==> config.mk <==
export PLATFORM = sky130hd
export DESIGN_NAME = note_name_to_midi_parser_unit
export DESIGN_NICKNAME = d
export VERILOG_FILES = /design/src/rtl/nnm_pkg.sv /design/src/rtl/nnm_parse.sv /design/src/rtl/nnm_out_reg.sv /design/src/rtl/note_name_to_midi_parser_unit.sv
export SDC_FILE = /design/constraint.sdc
export NUM_CORES = 1
export LEC_CHECK = 0
export ABC_CLOCK_PERIOD_IN_PS = 6000
export BUFFER_PORTS_ARGS = -buffer_cell sky130_fd_sc_hd__buf_2
export CAP_MARGIN = 20
export CORE_ASPECT_RATIO = 0.6
export CORE_UTILIZATION = 40
export CTS_CLUSTER_SIZE = 8
export DETAILED_ROUTE_END_ITERATION = 10
export SLEW_MARGIN = 10
export SYNTH_ARGS = -nofsm -noshare
export SYNTH_HDL_FRONTEND = slang
export SYNTH_HIERARCHICAL = 1
export SYNTH_SLANG_ARGS = --single-unit
export TNS_END_PERCENT = 50
==> constraint.sdc <==
create_clock -name clk_i -period 6 [get_ports clk_i]
set_clock_uncertainty 0.2 [all_clocks]
set_input_delay 0.6 -clock clk_i [delete_from_list [all_inputs] [get_ports clk_i]]
set_output_delay 0.6 -clock clk_i [all_outputs]
set_load 0.005 [all_outputs]
==> src/rtl/nnm_pkg.sv <==
`default_nettype none

package nnm_pkg;

  // parse phases
  localparam logic [2:0] PH_LETTER   = 3'd0;
  localparam logic [2:0] PH_ACCID    = 3'd1;
  localparam logic [2:0] PH_PRESIGN  = 3'd2;
  localparam logic [2:0] PH_POSTSIGN = 3'd3;
  localparam logic [2:0] PH_DIGITS   = 3'd4;
  localparam logic [2:0] PH_DONE     = 3'd5;

  // result status codes
  localparam logic [2:0] ST_OK         = 3'd0;
  localparam logic [2:0] ST_BAD_LETTER = 3'd1;
  localparam logic [2:0] ST_NO_ACCID   = 3'd2;
  localparam logic [2:0] ST_NO_OCTAVE  = 3'd3;
  localparam logic [2:0] ST_RANGE      = 3'd4;

  // pitch class marker for a character that is not a letter a-g
  localparam logic [3:0] PC_NONE = 4'hF;

  // highest octave and note that are in range, and the saturated octave value
  localparam logic [3:0] OCT_MAX  = 4'd10;
  localparam logic [3:0] OCT_SAT  = 4'd11;
  localparam logic [7:0] NOTE_MAX = 8'h7F;

  typedef struct packed {
    logic [7:0] char_code;
    logic       is_last;
  } in_item_t;

  typedef struct packed {
    logic [6:0] midi_note;
    logic [2:0] status;
  } out_item_t;

  typedef struct packed {
    logic [2:0] parse_phase;
    logic [3:0] pitch_class;
    logic       negative_sign;
    logic [3:0] octave_value;
    logic       saw_digit;
    logic [2:0] error_code;
  } parse_state_t;

  localparam parse_state_t PARSE_RESET = '{
    parse_phase:   PH_LETTER,
    pitch_class:   4'd0,
    negative_sign: 1'b0,
    octave_value:  4'd0,
    saw_digit:     1'b0,
    error_code:    ST_OK
  };

endpackage

`default_nettype wire

==> src/rtl/nnm_parse.sv <==
`default_nettype none

module nnm_parse import nnm_pkg::*; (
  input  wire logic      clk_i,
  input  wire logic      rst_ni,
  input  wire logic      step_i,
  input  wire in_item_t  item_i,
  output out_item_t      result_o
);

  parse_state_t state_q, state_d, state_n;

  logic [7:0] c;
  logic [7:0] upper;
  logic [3:0] letter_pc;
  logic       is_blank, is_digit;
  logic       run_oct;
  logic [2:0] oct_phase;
  logic [6:0] digit_sum;
  logic [7:0] note_sum;

  assign c = item_i.char_code;

  // character classes
  always_comb begin
    upper    = (c >= 8'h61 && c <= 8'h7A) ? (c - 8'd32) : c;
    is_blank = (c == 8'h20) || (c >= 8'h09 && c <= 8'h0D);
    is_digit = (c >= 8'h30 && c <= 8'h39);
    case (upper)
      8'h43:   letter_pc = 4'd0;
      8'h44:   letter_pc = 4'd2;
      8'h45:   letter_pc = 4'd4;
      8'h46:   letter_pc = 4'd5;
      8'h47:   letter_pc = 4'd7;
      8'h41:   letter_pc = 4'd9;
      8'h42:   letter_pc = 4'd11;
      default: letter_pc = PC_NONE;
    endcase
  end

  // saturating octave accumulate
  assign digit_sum = {3'b000, state_q.octave_value} * 7'd10 + {3'b000, c[3:0]};

  // next parse state for this character
  always_comb begin
    state_n   = state_q;
    run_oct   = 1'b0;
    oct_phase = state_q.parse_phase;
    case (state_q.parse_phase)
      PH_LETTER: begin
        if (letter_pc == PC_NONE) begin
          state_n.error_code  = ST_BAD_LETTER;
          state_n.parse_phase = PH_DONE;
        end else begin
          state_n.pitch_class = letter_pc;
          state_n.parse_phase = PH_ACCID;
        end
      end
      PH_ACCID: begin
        if (c == 8'h23) begin
          if (state_q.pitch_class == 4'd11 || state_q.pitch_class == 4'd4) begin
            state_n.error_code  = ST_NO_ACCID;
            state_n.parse_phase = PH_DONE;
          end else begin
            state_n.pitch_class = state_q.pitch_class + 4'd1;
            state_n.parse_phase = PH_PRESIGN;
          end
        end else if (c == 8'h62) begin
          if (state_q.pitch_class == 4'd0 || state_q.pitch_class == 4'd5) begin
            state_n.error_code  = ST_NO_ACCID;
            state_n.parse_phase = PH_DONE;
          end else begin
            state_n.pitch_class = state_q.pitch_class - 4'd1;
            state_n.parse_phase = PH_PRESIGN;
          end
        end else begin
          state_n.parse_phase = PH_PRESIGN;
          run_oct             = 1'b1;
          oct_phase           = PH_PRESIGN;
        end
      end
      default: begin
        run_oct = 1'b1;
      end
    endcase

    // blanks, sign and octave digits
    if (run_oct) begin
      if (oct_phase == PH_PRESIGN) begin
        if (is_blank) begin
          state_n.parse_phase = PH_PRESIGN;
        end else if (c == 8'h2B) begin
          state_n.parse_phase = PH_POSTSIGN;
        end else if (c == 8'h2D) begin
          state_n.negative_sign = 1'b1;
          state_n.parse_phase   = PH_POSTSIGN;
        end else if (is_digit) begin
          state_n.octave_value = (digit_sum > 7'd11) ? OCT_SAT : digit_sum[3:0];
          state_n.saw_digit    = 1'b1;
          state_n.parse_phase  = PH_DIGITS;
        end else begin
          state_n.parse_phase = PH_DONE;
        end
      end else if (oct_phase == PH_POSTSIGN || oct_phase == PH_DIGITS) begin
        if (is_digit) begin
          state_n.octave_value = (digit_sum > 7'd11) ? OCT_SAT : digit_sum[3:0];
          state_n.saw_digit    = 1'b1;
          state_n.parse_phase  = PH_DIGITS;
        end else begin
          state_n.parse_phase = PH_DONE;
        end
      end
    end
  end

  // note number: pitch class plus twelve times octave
  assign note_sum = {4'd0, state_n.pitch_class}
                  + {1'b0, state_n.octave_value, 3'b000}
                  + {2'b00, state_n.octave_value, 2'b00};

  // result from the updated state, first error wins
  always_comb begin
    result_o.midi_note = 7'd0;
    if (state_n.error_code != ST_OK) begin
      result_o.status = state_n.error_code;
    end else if (!state_n.saw_digit) begin
      result_o.status = ST_NO_OCTAVE;
    end else if ((state_n.negative_sign && state_n.octave_value != 4'd0) ||
                 state_n.octave_value > OCT_MAX) begin
      result_o.status = ST_RANGE;
    end else if (note_sum > NOTE_MAX) begin
      result_o.status = ST_RANGE;
    end else begin
      result_o.status    = ST_OK;
      result_o.midi_note = note_sum[6:0];
    end
  end

  // a finished name starts the parse over
  assign state_d = item_i.is_last ? PARSE_RESET : state_n;

  always_ff @(posedge clk_i or negedge rst_ni) begin
    if (!rst_ni) begin
      state_q <= PARSE_RESET;
    end else if (step_i) begin
      state_q <= state_d;
    end
  end

endmodule

`default_nettype wire

==> src/rtl/nnm_out_reg.sv <==
`default_nettype none

module nnm_out_reg import nnm_pkg::*; (
  input  wire logic      clk_i,
  input  wire logic      rst_ni,
  input  wire logic      load_i,
  input  wire out_item_t item_i,
  output logic           space_o,
  output logic           out_valid_o,
  input  wire logic      out_ready_i,
  output out_item_t      out_item_o
);

  logic      valid_q;
  out_item_t item_q;

  // free when empty or being drained this cycle
  assign space_o     = !valid_q || out_ready_i;
  assign out_valid_o = valid_q;
  assign out_item_o  = item_q;

  // result valid flag
  always_ff @(posedge clk_i or negedge rst_ni) begin
    if (!rst_ni) begin
      valid_q <= 1'b0;
    end else if (load_i) begin
      valid_q <= 1'b1;
    end else if (out_ready_i) begin
      valid_q <= 1'b0;
    end
  end

  // result payload
  always_ff @(posedge clk_i) begin
    if (load_i) begin
      item_q <= item_i;
    end
  end

endmodule

`default_nettype wire

==> src/rtl/note_name_to_midi_parser_unit.sv <==
// Note name parser: takes one ASCII character per item (letter A-G, optional
// '#' or 'b', optional blanks and sign, decimal octave) and gives one item with
// the MIDI note number and a status on the character marked is_last. A
// character item is taken every cycle; it is held in the input register, is
// parsed against the running state and, if it is the last one, its result
// is loaded into the output register. Only a result waiting in the output
// register while another last character arrives holds the input back.
`default_nettype none

module note_name_to_midi_parser_unit import nnm_pkg::*; (
  input  wire logic      clk_i,
  input  wire logic      rst_ni,
  input  wire logic      in_valid_i,
  output logic           in_ready_o,
  input  wire in_item_t  in_item_i,
  output logic           out_valid_o,
  input  wire logic      out_ready_i,
  output out_item_t      out_item_o
);

  logic      in_valid_q;
  in_item_t  in_item_q;
  logic      out_space;
  logic      advance;
  out_item_t result;

  // the held character moves on unless its result has nowhere to go
  assign advance    = in_valid_q && (!in_item_q.is_last || out_space);
  assign in_ready_o = !in_valid_q || advance;

  // input register
  always_ff @(posedge clk_i or negedge rst_ni) begin
    if (!rst_ni) begin
      in_valid_q <= 1'b0;
    end else if (in_ready_o) begin
      in_valid_q <= in_valid_i;
    end
  end

  always_ff @(posedge clk_i) begin
    if (in_ready_o && in_valid_i) begin
      in_item_q <= in_item_i;
    end
  end

  // parse state and result logic
  nnm_parse u_parse (
    .clk_i    (clk_i),
    .rst_ni   (rst_ni),
    .step_i   (advance),
    .item_i   (in_item_q),
    .result_o (result)
  );

  // result register
  nnm_out_reg u_out_reg (
    .clk_i       (clk_i),
    .rst_ni      (rst_ni),
    .load_i      (advance && in_item_q.is_last),
    .item_i      (result),
    .space_o     (out_space),
    .out_valid_o (out_valid_o),
    .out_ready_i (out_ready_i),
    .out_item_o  (out_item_o)
  );

endmodule

`default_nettype wire

== Word-level counts from Yosys, hierarchy flattened ==
Index checks and enable logic that the tools add are counted.
Storage, ports and cells
  bits in latches: 0
  memory bits (read-only): 0
  logic and storage cells: 121
  bits of input ports: 13
  output and inout bits: 12
  memories: 0
  bits in writable memories: 0
  register bits after elaboration: 37
Operators by class
  multiplexer cells: 48
  multiply operators: 1
  bitwise gates (word level): 1
  divide/modulo/power cells: 0
  $add $sub $neg: 6
  order comparisons: 9
  equality and inequality tests: 20
  shifts and indexed selects: 0
  reductions and logical operators: 24
Operators by type and width (count)
  3-bit 2-to-1 mux: 22
  8-bit by 7-bit equality test with 1-bit output, second input constant: 8
  8-bit by 6-bit equality test with 1-bit output, second input constant: 4
  4-bit case mux with 7 select lines: 1
  4-bit 2-to-1 mux: 5
  5-bit 2-to-1 mux: 4
  6-bit 2-to-1 mux: 3
  16-bit 2-to-1 mux: 1
  7-bit case mux with 2 select lines: 1
  4-bit by 7-bit adder with 8-bit output: 1
  8-bit by 6-bit adder with 8-bit output: 1
  4-bit by 3-bit equality test with 1-bit output, second input constant: 2
  4-bit equality test, second input constant: 2
  8-bit by 4-bit >= comparator with 1-bit output, second input constant: 1
  8-bit by 6-bit >= comparator with 1-bit output, second input constant: 1
  8-bit by 7-bit >= comparator with 1-bit output, second input constant: 1
  8-bit by 7-bit > comparator with 1-bit output, second input constant: 1
  8-bit by 4-bit less-or-equal comparator with 1-bit output, second input constant: 1
  8-bit by 6-bit less-or-equal comparator with 1-bit output, second input constant: 1
  8-bit by 7-bit less-or-equal comparator with 1-bit output, second input constant: 1
  1-bit logical OR: 8
  8-bit 2-to-1 mux: 1
  8-bit by 6-bit subtractor with 8-bit output, second input constant: 1
  7-bit by 4-bit adder with 7-bit output: 1
  21 further kinds: 36

== Depth between registers and ports, before layout ==
Gate-level depths: netlist of run 1.
  depth after elaboration: 17
  mapped depth: 16
  depth with buffers taken out: 16

== Cells and area by module ==
The synthesis of run 1 kept the hierarchy.
Modules (own cells, without submodules)
  nnm_parse: cells an instance 285, area each 2324.7 um^2, sequential area each 400.4 um^2, times used 1
  note_name_to_midi_parser_unit: cells an instance 16, area each 349.1 um^2, sequential area each 295.3 um^2, times used 1
  nnm_out_reg: cells an instance 13, area each 347.8 um^2, sequential area each 325.3 um^2, times used 1

== Worst setup path after synthesis of run 1 ==
Ideal clock, no wire load.
  kind: reg-to-reg
  start: register u_parse/state_q[5] in the netlist's numbering
  end: register u_out_reg.item_q, in the netlist u_out_reg/out_item_o[3], data pin
  stages on the path, launching flop included: 17
  buffers on the path: 0
  data required time: 5624 ps
  setup time: 176 ps
  period minus slack after synthesis: 4813 ps
  data arrival time: 4436 ps
  slack: 1187 ps
  cell sequence: dfrtp_1 ha_1 ha_1 fa_1 xor2_1 nor4bb_1 a22oi_1 or3_1 o22ai_1 inv_1 ha_1 ha_1 fa_1 a221o_1 a31oi_4 o2111ai_4 nor4_1
Between the ends
  cells in the longest elaborated chain, start to end: 14
  elaborated cells on any way between the ends: 19
  classes of those cells: add/sub: 3; mul: 1; order compare: 3; mux: 8; reduce/logical: 4
Ends and longest elaborated chain
  start: declaration: line nnm_parse.sv:11  | parse_state_t state_q, state_d, state_n;
  start signal: assignment: line nnm_parse.sv:146  | state_q <= state_d;
  4-bit by 3-bit multiplier with 6-bit output: line nnm_parse.sv:42  | assign digit_sum = {3'b000, state_q.octave_value} * 7'd10 + {3'b000, c[3:0]};
  7-bit by 4-bit adder with 7-bit output: line nnm_parse.sv:42
  7-bit by 4-bit > comparator with 1-bit output: line nnm_parse.sv:98, nnm_parse.sv:106
  4-bit 2-to-1 mux: line nnm_parse.sv:98, nnm_parse.sv:106
  5-bit 2-to-1 mux: line nnm_parse.sv:97, nnm_parse.sv:105
  5-bit 2-to-1 mux: line nnm_parse.sv:94  | end else if (c == 8'h2D) begin
  6-bit 2-to-1 mux: line nnm_parse.sv:92  | end else if (c == 8'h2B) begin
  6-bit 2-to-1 mux: line nnm_parse.sv:90  | if (is_blank) begin
  5-bit 2-to-1 mux: line nnm_parse.sv:89  | if (oct_phase == PH_PRESIGN) begin
  6-bit 2-to-1 mux *: line nnm_parse.sv:88  | if (run_oct) begin
  4-bit by 7-bit adder with 8-bit output or 4-bit nonzero test (tied branches): line nnm_parse.sv:118, nnm_parse.sv:128
  8-bit by 6-bit adder with 8-bit output or 1-bit logical AND (tied branches): line nnm_parse.sv:119, nnm_parse.sv:128
  8-bit by 7-bit > comparator with 1-bit output or 1-bit logical OR (tied branches): line nnm_parse.sv:131, nnm_parse.sv:128
  4-bit OR reduction (no source line) *
  end signal: assignment: line nnm_out_reg.sv:36  | item_q <= item_i;
  end: declaration: line nnm_out_reg.sv:15  | out_item_t item_q;
Mark *: on every way between the ends. The rest lies on a longest branch, timed or not.
A chain may end at the register's enable or synchronous reset.

== Worst setup path after layout of run 1 ==
Ends and elaborated chain as after synthesis.

==> results of run 1 <==
==> worst paths after layout <==
kind	start	end	slack (ns)
min in group clk_i	in_item_i[4]	in_item_q[4]	0.29
max in group asynchronous	rst_ni	in_valid_q	5.23
worst max-delay path	u_parse/state_q[5]	u_out_reg/out_item_o[3]	0.56
worst min-delay path	rst_ni	u_parse/state_q[11]	0.05
worst max register to register	u_parse/state_q[5]	u_out_reg/out_item_o[3]	0.56
worst min register to register	u_out_reg/out_valid_o	u_out_reg/out_valid_o	0.34
==> registers in the layout, summed over array words and instances, names as in the netlist <==
signal / count
in_item_q: 9
in_valid_q: 1
u_out_reg/out_item_o: 10
u_out_reg/out_valid_o: 1
u_parse/state_q: 16
==> power groups by stage <==
stage	sequential (W)	combinational, W	clock (W)
after floorplan	0.000311	0.000183	0
after global placement	0.000332	0.000213	0
after detailed placement	0.000333	0.000216	0
after CTS	0.000328	0.000218	0.000272
after global routing	0.000333	0.000248	0.000286
final	0.000328	0.000221	0.000266
==> cell usage after synthesis (5+ instances only) <==
| library cell | instances | share of area |
|---|---|---|
| nor4_1 | 10 | 0.021 |
| and2_1 | 5 | 0.010 |
| ha_1 | 23 | 0.095 |
| a21oi_1 | 19 | 0.031 |
| clkbuf_1 | 7 | 0.0087 |
| inv_1 | 19 | 0.024 |
| nand2_1 | 21 | 0.026 |
| nor3_1 | 11 | 0.018 |
| o21ai_0 | 19 | 0.031 |
| dfrtp_1 | 18 | 0.15 |
| edfxtp_1 | 19 | 0.19 |
| nor2_1 | 30 | 0.037 |
==> routing by layer <==
layer	wire length, um	up-vias	track usage	share of wire
li1	-	1210	-	-
met1	3870	1163	0.326	0.53
met2	2840	81	0.266	0.39
met3	476	8	0.0490	0.066
met4	70	0	0.0476	0.0097
met5	0	-	0	0
==> kinds of logic after synthesis <==
| kind of cell | count (synthesis) | share of synthesized area |
|---|---|---|
| AO/OA/AOI/OAI | 86 | 0.214 |
| XOR/XNOR | 7 | 0.0203 |
| adder cells (fa/ha/maj) | 27 | 0.122 |
| buffers and inverters | 34 | 0.0526 |
| flip-flops | 37 | 0.338 |
| multiplexers | 3 | 0.00994 |
| AND/OR/NAND/NOR | 120 | 0.244 |
==> cell type report <==
cell class,count,share of cell area
clock inverter,2,0.00262
clock buffer,6,0.0416
tap,104,0.0390
multi-input combinational,243,0.552
sequential,37,0.306
timing repair buffer,25,0.0382
inverter,19,0.0214
==> critical path: cells and delay by family, from the launching register on <==
kind            cells  cell delay (ns)
fa+ha+maj           6             1.76
compound gates      5             1.42
simple gates        3             1.09
flops               1             0.45
xor+xnor            1             0.22
buf+inv             1             0.11
==> through the flow <==
stage / area, um^2 / power, W / hold WS, ns / worst slack, ns / std cells
global placement: 3190 / 0.000545 / 0.330 / 0.935 / 428
finish: 3340 / 0.000815 / 0.0483 / 0.565 / 436
CTS: 3340 / 0.000818 / 0.0593 / 0.596 / 436
detailed placement: 3190 / 0.000549 / 0.333 / 0.615 / 428
floorplan: 3020 / 0.000494 / 0.104 / 1.19 / 314
global route: 3340 / 0.000867 / 0.0716 / 0.271 / 436
==> results.tsv, run 1 <==
stage	metric	value	unit
status	status	finished clean	
run	maxCapViolCount	0	
clock_network	cts.htree.levels	2	
finish	area_delta_synth_final	10.5	%
min_path	min_path_type	in -> async	
finish	finish.utilization	0.458	
yosys	ys_async_sr_fraction	0.486	
clock_network	cts_root_buf	clkbuf_16	
worst_setup_path	cpPeakStageDelay	0.45	ns
worst_setup_path	reg2reg_depth	16	
clock_network	hold_buffers	0	
worst_setup_path	crit_chain	ha_1 > ha_1 > fa_1 > xor2_1 > nor4bb_1 > a22oi_1 > or3_1 > o22ai_1 > inv_1 > ha_1 > ha_1 > fa_1 > a221o_1 > a31oi_4 > o2111ai_4 > nor4_1	
floorplanning	die_h	69.3	um
finish	multi_input_area	0.00184	mm^2
yosys	postSynthCellCount	314	
grt	grt_pass1_vias	2327	
route	ant_nets	0	
yosys	syn_area	0.00302	mm^2
clock_network	clk_path_buf_depth	2	
yosys	synth_top_flop_cell	edfxtp_1	
sta	period_needed	5.44	ns
route	drt_iter0_drc	214	
grt	grt_use_total	0.203	
pwr	ir_drop	0.185	mV
yosys	synth_edf_count	19	
clock_network	postCtsSetupRepairBufs	0	
clock_network	tritoncts	built	
grt	grt.overflow.total	0	
sta	setup_violations	0	
finish	final_cell_mix	nor2_1, buf_2, ha_1, nand2_1	
grt	grt_pass1_wl	12300	um
route	drcViolationCount	0	
route	finalWirelength	7250	um
clock_network	cts_resized	0	
yosys	seq_area_frac_synth	0.338	
finish	final-seq-area	0.00102	mm^2
sta	finalCritPeriodShare	0.906	
sta	hold_viol	0	
yosys	syn-num-nets	354	
route	num_vias	2462	
pwr	power_frac_comb	0.271	
place	dpl.hpwl	5500	um
sta	tightest_slew	0.759	ns
worst_setup_path	critPathMostFrequentCell	ha_1	
route	first_pass_iters	6	
worst_setup_path	end_kind	flop	
grt	antenna_found_initial	0	
finish	fill_cells	712	
floorplanning	dieArea	0.00792	mm^2
worst_setup_path	crit_fanout	7	
floorplanning	die_width	114	um
clock_network	cts-buffers-inserted	5	
floorplanning	fp-row-count	24	
pwr	power_density	244	mW/mm^2
clock_network	clkTransAtPathRegs	0.06	ns
finish	layout-drive-gt1-share	0.181	
pwr	swShare	0.340	
clock_network	clock_sinks	37	
finish	diodes	0	
place	gp_congestion	0.807	
yosys	ys_ff_latch	37	
yosys	yosys_warnings	6	
worst_setup_path	critPathLaunchType	flop	
sta	grt_setup_unrepaired	no	
yosys	ys_types	82	
pwr	pwr-share-seq	0.403	
yosys	avgSynthCellArea	9.62	um^2
place	port_buffers	24	
clock_network	worstSkewPairLatency	0.29	ns
sta	slew_violations	0	
grt	grt_max_degree	23	
pwr	switchingPower	0.000277	W
sta	tns	0	ns
worst_setup_path	critPathSlowestCell	dfrtp_1	
worst_setup_path	critPathKind	reg -> reg	
pwr	cellInternalPower	0.000538	W
floorplanning	ios	25	
route	wl_per_cell	16.6	um
worst_setup_path	cp_data_arrival_time	5.33	ns
floorplanning	start_util	0.414	
sta	fmaxAchievable	184	MHz
floorplanning	coreArea	0.00730	mm^2
finish	fin_nets	371	
finish	final_common_cell	nor2_1	
sta	relSlewSlack	0.490	
pwr	p_leak	1.40	nW
worst_setup_path	cp_data_required_time	5.90	ns
route	via_per_inst	5.65	
pwr	p_clk_frac	0.326	
No activity file was read; power rests on OpenSTA's default activity.
==> inputs of run 2 (changes only) <==
ABC_CLOCK_PERIOD_IN_PS = 6300   (was 6000)
CORE_UTILIZATION = 55   (was 40)
PLACE_DENSITY = 0.74   (was default)
clock period = 6.3 ns   (was 6 ns; I/O delays follow)
==> results.tsv, run 2 (same netlist as run 1, synthesis figures left out) <==
stage	metric	value	unit	change
sta	finalCritPeriodShare	0.840		was 0.906
route	num_vias	2455		was 2462
grt	grt.overflow.total	0		unchanged
route	drcViolationCount	0		unchanged
floorplanning	ios	25		unchanged
clock_network	clkTransAtPathRegs	0.08	ns	was 0.06 ns
route	drt_iter0_drc	272		was 214
finish	final_cell_mix	nor2_1, buf_2, ha_1, nand2_1		unchanged
grt	grt_max_degree	23		unchanged
worst_setup_path	crit_fanout	7		unchanged
pwr	ir_drop	0.109	mV	was 0.185 mV
clock_network	hold_buffers	0		unchanged
worst_setup_path	cp_top_family	adder cells		unchanged
floorplanning	dieArea	0.00580	mm^2	was 0.00792 mm^2
floorplanning	die_h	59.4	um	was 69.3 um
grt	grt_pass1_wl	11000	um	was 12300 um
grt	antenna_found_initial	0		unchanged
grt	grt_use_total	0.244		was 0.203
grt	grt_pass1_vias	2191		was 2327
floorplanning	die_width	97.7	um	was 114 um
clock_network	cts-buffers-inserted	5		unchanged
clock_network	cts_resized	0		unchanged
sta	fin_hold_ws	0.0682	ns	was 0.0483 ns
sta	tightest_slew	0.720	ns	was 0.759 ns
sta	relSlewSlack	0.515		was 0.490
worst_setup_path	critPathSlowestCell	dfrtp_1		unchanged
pwr	power_density	212	mW/mm^2	was 244 mW/mm^2
worst_setup_path	critPathKind	reg -> reg		unchanged
worst_setup_path	path_buf_inv	1		unchanged
route	ant_nets	0		unchanged
clock_network	clock_sinks	37		unchanged
place	port_buffers	24		unchanged
clock_network	postCtsSetupRepairBufs	0		unchanged
sta	setup_violations	0		unchanged
worst_setup_path	end_kind	flop		unchanged
status	status	finished clean		unchanged
route	first_pass_iters	5		was 6
finish	largest_register	u_parse/state_q		unchanged
sta	tns	0	ns	unchanged
min_path	min_path_type	in -> async		unchanged
sta	grt_setup_unrepaired	no		unchanged
sta	hold_viol	0		unchanged
finish	final_common_cell	nor2_1		unchanged
run	maxCapViolCount	0		unchanged
sta	slew_violations	0		unchanged
route	via_per_inst	6.17		was 5.65
finish	largest_register_ffs	16		unchanged
clock_network	cts.htree.levels	2		unchanged
sta	fmaxAchievable	189	MHz	was 184 MHz
floorplanning	start_util	0.583		was 0.414
clock_network	tritoncts	built		unchanged
worst_setup_path	critPathLaunchType	flop		unchanged
clock_network	worstSkewPairLatency	0.29	ns	about the same
finish	area_delta_synth_final	7.08	%	was 10.5%
place	dpl.hpwl	5090	um	was 5500 um
finish	diodes	0		unchanged
clock_network	cts_root_buf	clkbuf_8		was clkbuf_16
route	finalWirelength	6730	um	was 7250 um
worst_setup_path	cpPeakStageDelay	0.45	ns	about the same
worst_setup_path	cp_data_arrival_time	5.19	ns	was 5.33 ns
route	wl_per_cell	16.9	um	was 16.6 um
finish	fin_nets	371		unchanged
sta	period_needed	5.29	ns	was 5.44 ns
worst_setup_path	crit_chain	ha_1 > ha_1 > fa_1 > xor2_1 > nor4bb_1 > a22oi_1 > or3_1 > o22ai_1 > inv_1 > ha_1 > ha_1 > fa_1 > a221o_1 > a31oi_4 > o2111ai_4 > nor4_1		unchanged
worst_setup_path	cp_data_required_time	6.20	ns	was 5.90 ns
clock_network	clk_path_buf_depth	2		unchanged
floorplanning	fp-row-count	20		was 24
floorplanning	coreArea	0.00518	mm^2	was 0.00730 mm^2
place	gp_congestion	0.893		was 0.807
finish	layout-drive-gt1-share	0.181		unchanged
pwr	p_leak	1.37	nW	was 1.40 nW
worst_setup_path	critPathMostFrequentCell	ha_1		unchanged
[run 2: cell counts in the layout (fill, tap and decap cells not counted)]
Identical to the previous run, type by type.
[run 2: worst paths after layout]
path                                       start                 endpoint  slack, ns  cells past startpoint
max                           u_parse/state_q[5]  u_out_reg/out_item_o[9]       1.01                     16
min                                       rst_ni       u_parse/state_q[2]       0.07                      1
max reg2reg                   u_parse/state_q[5]  u_out_reg/out_item_o[9]       1.01                     16
min reg2reg                u_out_reg/out_valid_o    u_out_reg/out_valid_o       0.35                      2
max in group asynchronous                 rst_ni       u_parse/state_q[4]       5.52                      1
min in group clk_i                  in_item_i[2]             in_item_q[2]       0.32                      1
[run 2: per-stage QoR]
stage / util / power (W) / cells / cell area, um^2 / worst slack, ns
2_1_floorplan: - / 0.000470 / 314 / 3020 / 1.49
3_3_place_gp: 0.607 / 0.000514 / 390 / 3140 / 1.26
3_5_place_dp: 0.607 / 0.000517 / 390 / 3140 / 1.07
4_1_cts: 0.625 / 0.000688 / 398 / 3240 / 1.05
5_1_grt: 0.625 / 0.000725 / 398 / 3240 / 0.724
6_report: 0.625 / 0.000686 / 398 / 3240 / 1.01
[run 2: layout make-up]
class / instances / area (um^2)
Fill cell: 439 / 1940
Multi-Input combinational cell: 243 / 1840
Sequential cell: 37 / 1020
Timing Repair Buffer: 25 / 128
Clock buffer: 6 / 82.6
Tap cell: 66 / 82.6
Inverter: 19 / 71.3
Clock inverter: 2 / 8.76
[run 2: where the power goes]
part / internal [W] / switching, W / leakage, nW / total, W
clock network: 0.0000866 / 0.0000813 / 0.0486 / 0.000168
registers: 0.000274 / 0.0000372 / 0.420 / 0.000311
logic: 0.0000822 / 0.000124 / 0.901 / 0.000206
[run 2: layer usage]
metal	global-route usage	wire length, um
met1	0.380	3590
met2	0.337	2710
met3	0.0578	392
met4	0.0519	38
met5	0	0
[run 2: worst register-to-register path: stages (launching register included)]
cell and delay (ns):
dfrtp_1 0.45, ha_1 0.33, ha_1 0.21, fa_1 0.37, xor2_1 0.22, nor4bb_1 0.31, a22oi_1 0.19, or3_1 0.39
o22ai_1 0.36, inv_1 0.12, ha_1 0.22, ha_1 0.22, fa_1 0.41, a221o_1 0.41, a31oi_4 0.20, o2111ai_4 0.22
nor4_1 0.28
==> inputs of run 3 (changes only) <==
ABC_CLOCK_PERIOD_IN_PS = 4400   (was 6300)
PLACE_DENSITY = 0.77   (was 0.74)
clock period = 4.4 ns   (was 6.3 ns; I/O delays follow)
==> results.tsv, run 3 (same netlist as run 1, synthesis figures left out) <==
stage	metric	value	unit	change
min_path	hp-start	in_item_i[6]		
worst_setup_path	path_buf_inv	1		unchanged
sta	finalCritPeriodShare	1.08		was 0.840
clock_network	clock_sinks	37		unchanged
status	violations	DRC, setup timing		
route	drcViolationCount	2		was 0
route	first_pass_iters	8		was 5
floorplanning	fp-row-count	20		unchanged
worst_setup_path	critPathSlowestCell	fa_2		was dfrtp_1
worst_setup_path	cpPeakStageDelay	0.54	ns	was 0.45 ns
grt	grt_max_degree	19		was 23
min_path	min_path_type	in -> reg		was in -> async
floorplanning	start_util	0.583		unchanged
finish	area_delta_synth_final	23.9	%	was 7.08%
sta	fmaxAchievable	211	MHz	was 189 MHz
clock_network	cts.htree.levels	2		unchanged
worst_setup_path	cp_top_family	adder cells		unchanged
route	ant_nets	0		unchanged
floorplanning	die_h	59.4	um	unchanged
worst_setup_path	cp_data_required_time	4.30	ns	was 6.20 ns
finish	final-seq-area	0.00102	mm^2	unchanged
floorplanning	die_width	97.7	um	unchanged
worst_setup_path	startpoint	u_parse/state_q[5]		unchanged
route	via_per_inst	6.10		was 6.17
sta	hold_viol	0		unchanged
route	drt_iter0_drc	322		was 272
worst_setup_path	reg2reg_depth	16		unchanged
worst_setup_path	cp_data_arrival_time	4.64	ns	was 5.19 ns
sta	tightest_slew	1.02	ns	was 0.720 ns
finish	multi_input_area	0.00193	mm^2	was 0.00184 mm^2
finish	diodes	0		unchanged
worst_setup_path	reg2reg_to	u_out_reg/out_item_o[6]		was u_out_reg/out_item_o[9]
run	maxCapViolCount	0		unchanged
finish	fin_nets	427		was 371
clock_network	tritoncts	built		unchanged
worst_setup_path	end_kind	flop		unchanged
floorplanning	dieArea	0.00580	mm^2	unchanged
grt	grt.overflow.total	0		unchanged
worst_setup_path	crit_fanout	5		was 7
sta	layout_setup_ws	-0.335	ns	was 1.01 ns
worst_setup_path	critPathKind	reg -> reg		unchanged
pwr	power_density	283	mW/mm^2	was 212 mW/mm^2
finish	final_cell_mix	buf_4, nor2_1, buf_2, nand2_1		was nor2_1, buf_2, ha_1, nand2_1
finish	largest_register_ffs	16		unchanged
pwr	ir_drop	0.213	mV	was 0.109 mV
worst_setup_path	crit_chain	ha_1 > ha_2 > fa_2 > nand2_1 > nor4bb_2 > a22oi_2 > or3_4 > o22ai_4 > inv_1 > ha_2 > ha_4 > fa_2 > a221o_1 > a31oi_4 > o2111ai_4 > nor4b_2		was ha_1 > ha_1 > fa_1 > xor2_1 > nor4bb_1 > a22oi_1 > or3_1 > o22ai_1 > inv_1 > ha_1 > ha_1 > fa_1 > a221o_1 > a31oi_4 > o2111ai_4 > nor4_1
worst_setup_path	r2r-start	u_parse/state_q[5]		unchanged
clock_network	cts-buffers-inserted	5		unchanged
place	place_ws	-0.292	ns	was 1.07 ns
sta	period_needed	4.73	ns	was 5.29 ns
grt	grt_pass1_wl	12200	um	was 11000 um
clock_network	cts_root_buf	clkbuf_8		unchanged
grt	grt_use_total	0.275		was 0.244
sta	slew_violations	0		unchanged
pwr	report.power.total	0.00106	W	was 0.000686 W
place	gp_congestion	0.876		was 0.893
finish	final_common_cell	buf_4		was nor2_1
floorplanning	coreArea	0.00518	mm^2	unchanged
grt	grt_pass1_vias	2479		was 2191
route	num_vias	2768		was 2455
finish	layout-drive-gt1-share	0.332		was 0.181
route	wl_per_cell	17.2	um	was 16.9 um
min_path	holdPathStages	1		
sta	grt_setup_unrepaired	yes		was no
min_path	holdPathEnd	in_item_q[6]		
sta	setup_violations	8		was 0
finish	fin_cells	454		was 398
status	status	complete, but fails checks		was finished clean
floorplanning	ios	25		unchanged
worst_setup_path	critPathLaunchType	flop		unchanged
route	finalWirelength	7820	um	was 6730 um
place	placed_cells	434		was 390
pwr	p_leak	1.63	nW	was 1.37 nW
place	dpl.hpwl	5800	um	was 5090 um
finish	largest_register	u_parse/state_q		unchanged
sta	fin_hold_ws	0.115	ns	was 0.0682 ns
sta	relSlewSlack	0.322		was 0.515
grt	antenna_found_initial	0		unchanged
clock_network	worstSkewPairLatency	0.30	ns	was 0.29 ns
worst_setup_path	r2r_slack	-0.33	ns	was 1.01 ns
clock_network	clkTransAtPathRegs	0.07	ns	was 0.08 ns
clock_network	clk_path_buf_depth	2		unchanged
place	port_buffers	24		unchanged
finish	fill_cells	379		was 439
## run 3: changes by cell type in the layout (fill, tap and decap cells not counted), moves of 2 or more
cell | previous run | this run
buf_4 | 1 | 55
ha_1 | 23 | 19
fa_1 | 4 | 2
fa_2 | 0 | 2
ha_2 | 0 | 2
ha_4 | 0 | 2
nor4_1 | 10 | 8
## run 3: layer usage
layer	global-route usage	vias up	part of all wire
met2	0.428	128	0.43
li1	-	1319	-
met5	0	-	0
met4	0.0671	0	0.015
met1	0.385	1303	0.47
met3	0.0719	18	0.080
## run 3: through the flow
stage                     utilization  setup TNS (ns)  instance area [um^2]
after global placement          0.679          -0.465                  3520
final                           0.723           -2.23                  3740
after detailed placement        0.679           -1.73                  3520
after CTS                       0.707           -1.38                  3660
after global routing            0.723           -3.27                  3740
after floorplan                     -          -0.564                  3060
## run 3: timing repair
item	CTS	global route
hold buffers	1	0
endpoints found under the setup margin	8	8
resized for setup	2	5
pin swaps	11	6
setup buffers	5	6
endpoints found under the hold margin	18	0
## run 3: cell type report
| type | count | share of cell area |
|---|---|---|
| Inverter | 19 | 0.0191 |
| Timing Repair Buffer | 81 | 0.148 |
| Clock inverter | 3 | 0.00468 |
| Sequential cell | 37 | 0.273 |
| Tap cell | 66 | 0.0221 |
| Multi-Input combinational cell | 243 | 0.515 |
| Clock buffer | 5 | 0.0184 |
## run 3: how the worst max path moves through the flow
stage	end	slack (ns)	cells after the start
finish	u_out_reg/out_item_o[6]	-0.33	16
global route	u_out_reg/out_item_o[7]	-0.46	17
CTS	u_out_reg/out_item_o[6]	-0.27	16
detailed placement	u_out_reg/out_item_o[8]	-0.29	15
global placement	u_out_reg/out_item_o[8]	-0.11	16
floorplan	u_out_reg/out_item_o[5]	-0.13	16
## run 3: power breakdown
part	internal (W)	leakage (nW)	switching, W
clock network	0.000109	0.0439	0.000126
registers	0.000393	0.420	0.0000209
logic	0.000170	1.16	0.000241
## run 3: worst reg2reg max path, cell delays in order (launching register included)
cell and delay [ns]:
dfrtp_1 0.39, ha_1 0.30, ha_2 0.18, fa_2 0.54
nand2_1 0.07, nor4bb_2 0.34, a22oi_2 0.17, or3_4 0.38
o22ai_4 0.15, inv_1 0.07, ha_2 0.18, ha_4 0.16
fa_2 0.33, a221o_1 0.37, a31oi_4 0.19, o2111ai_4 0.18
nor4b_2 0.35
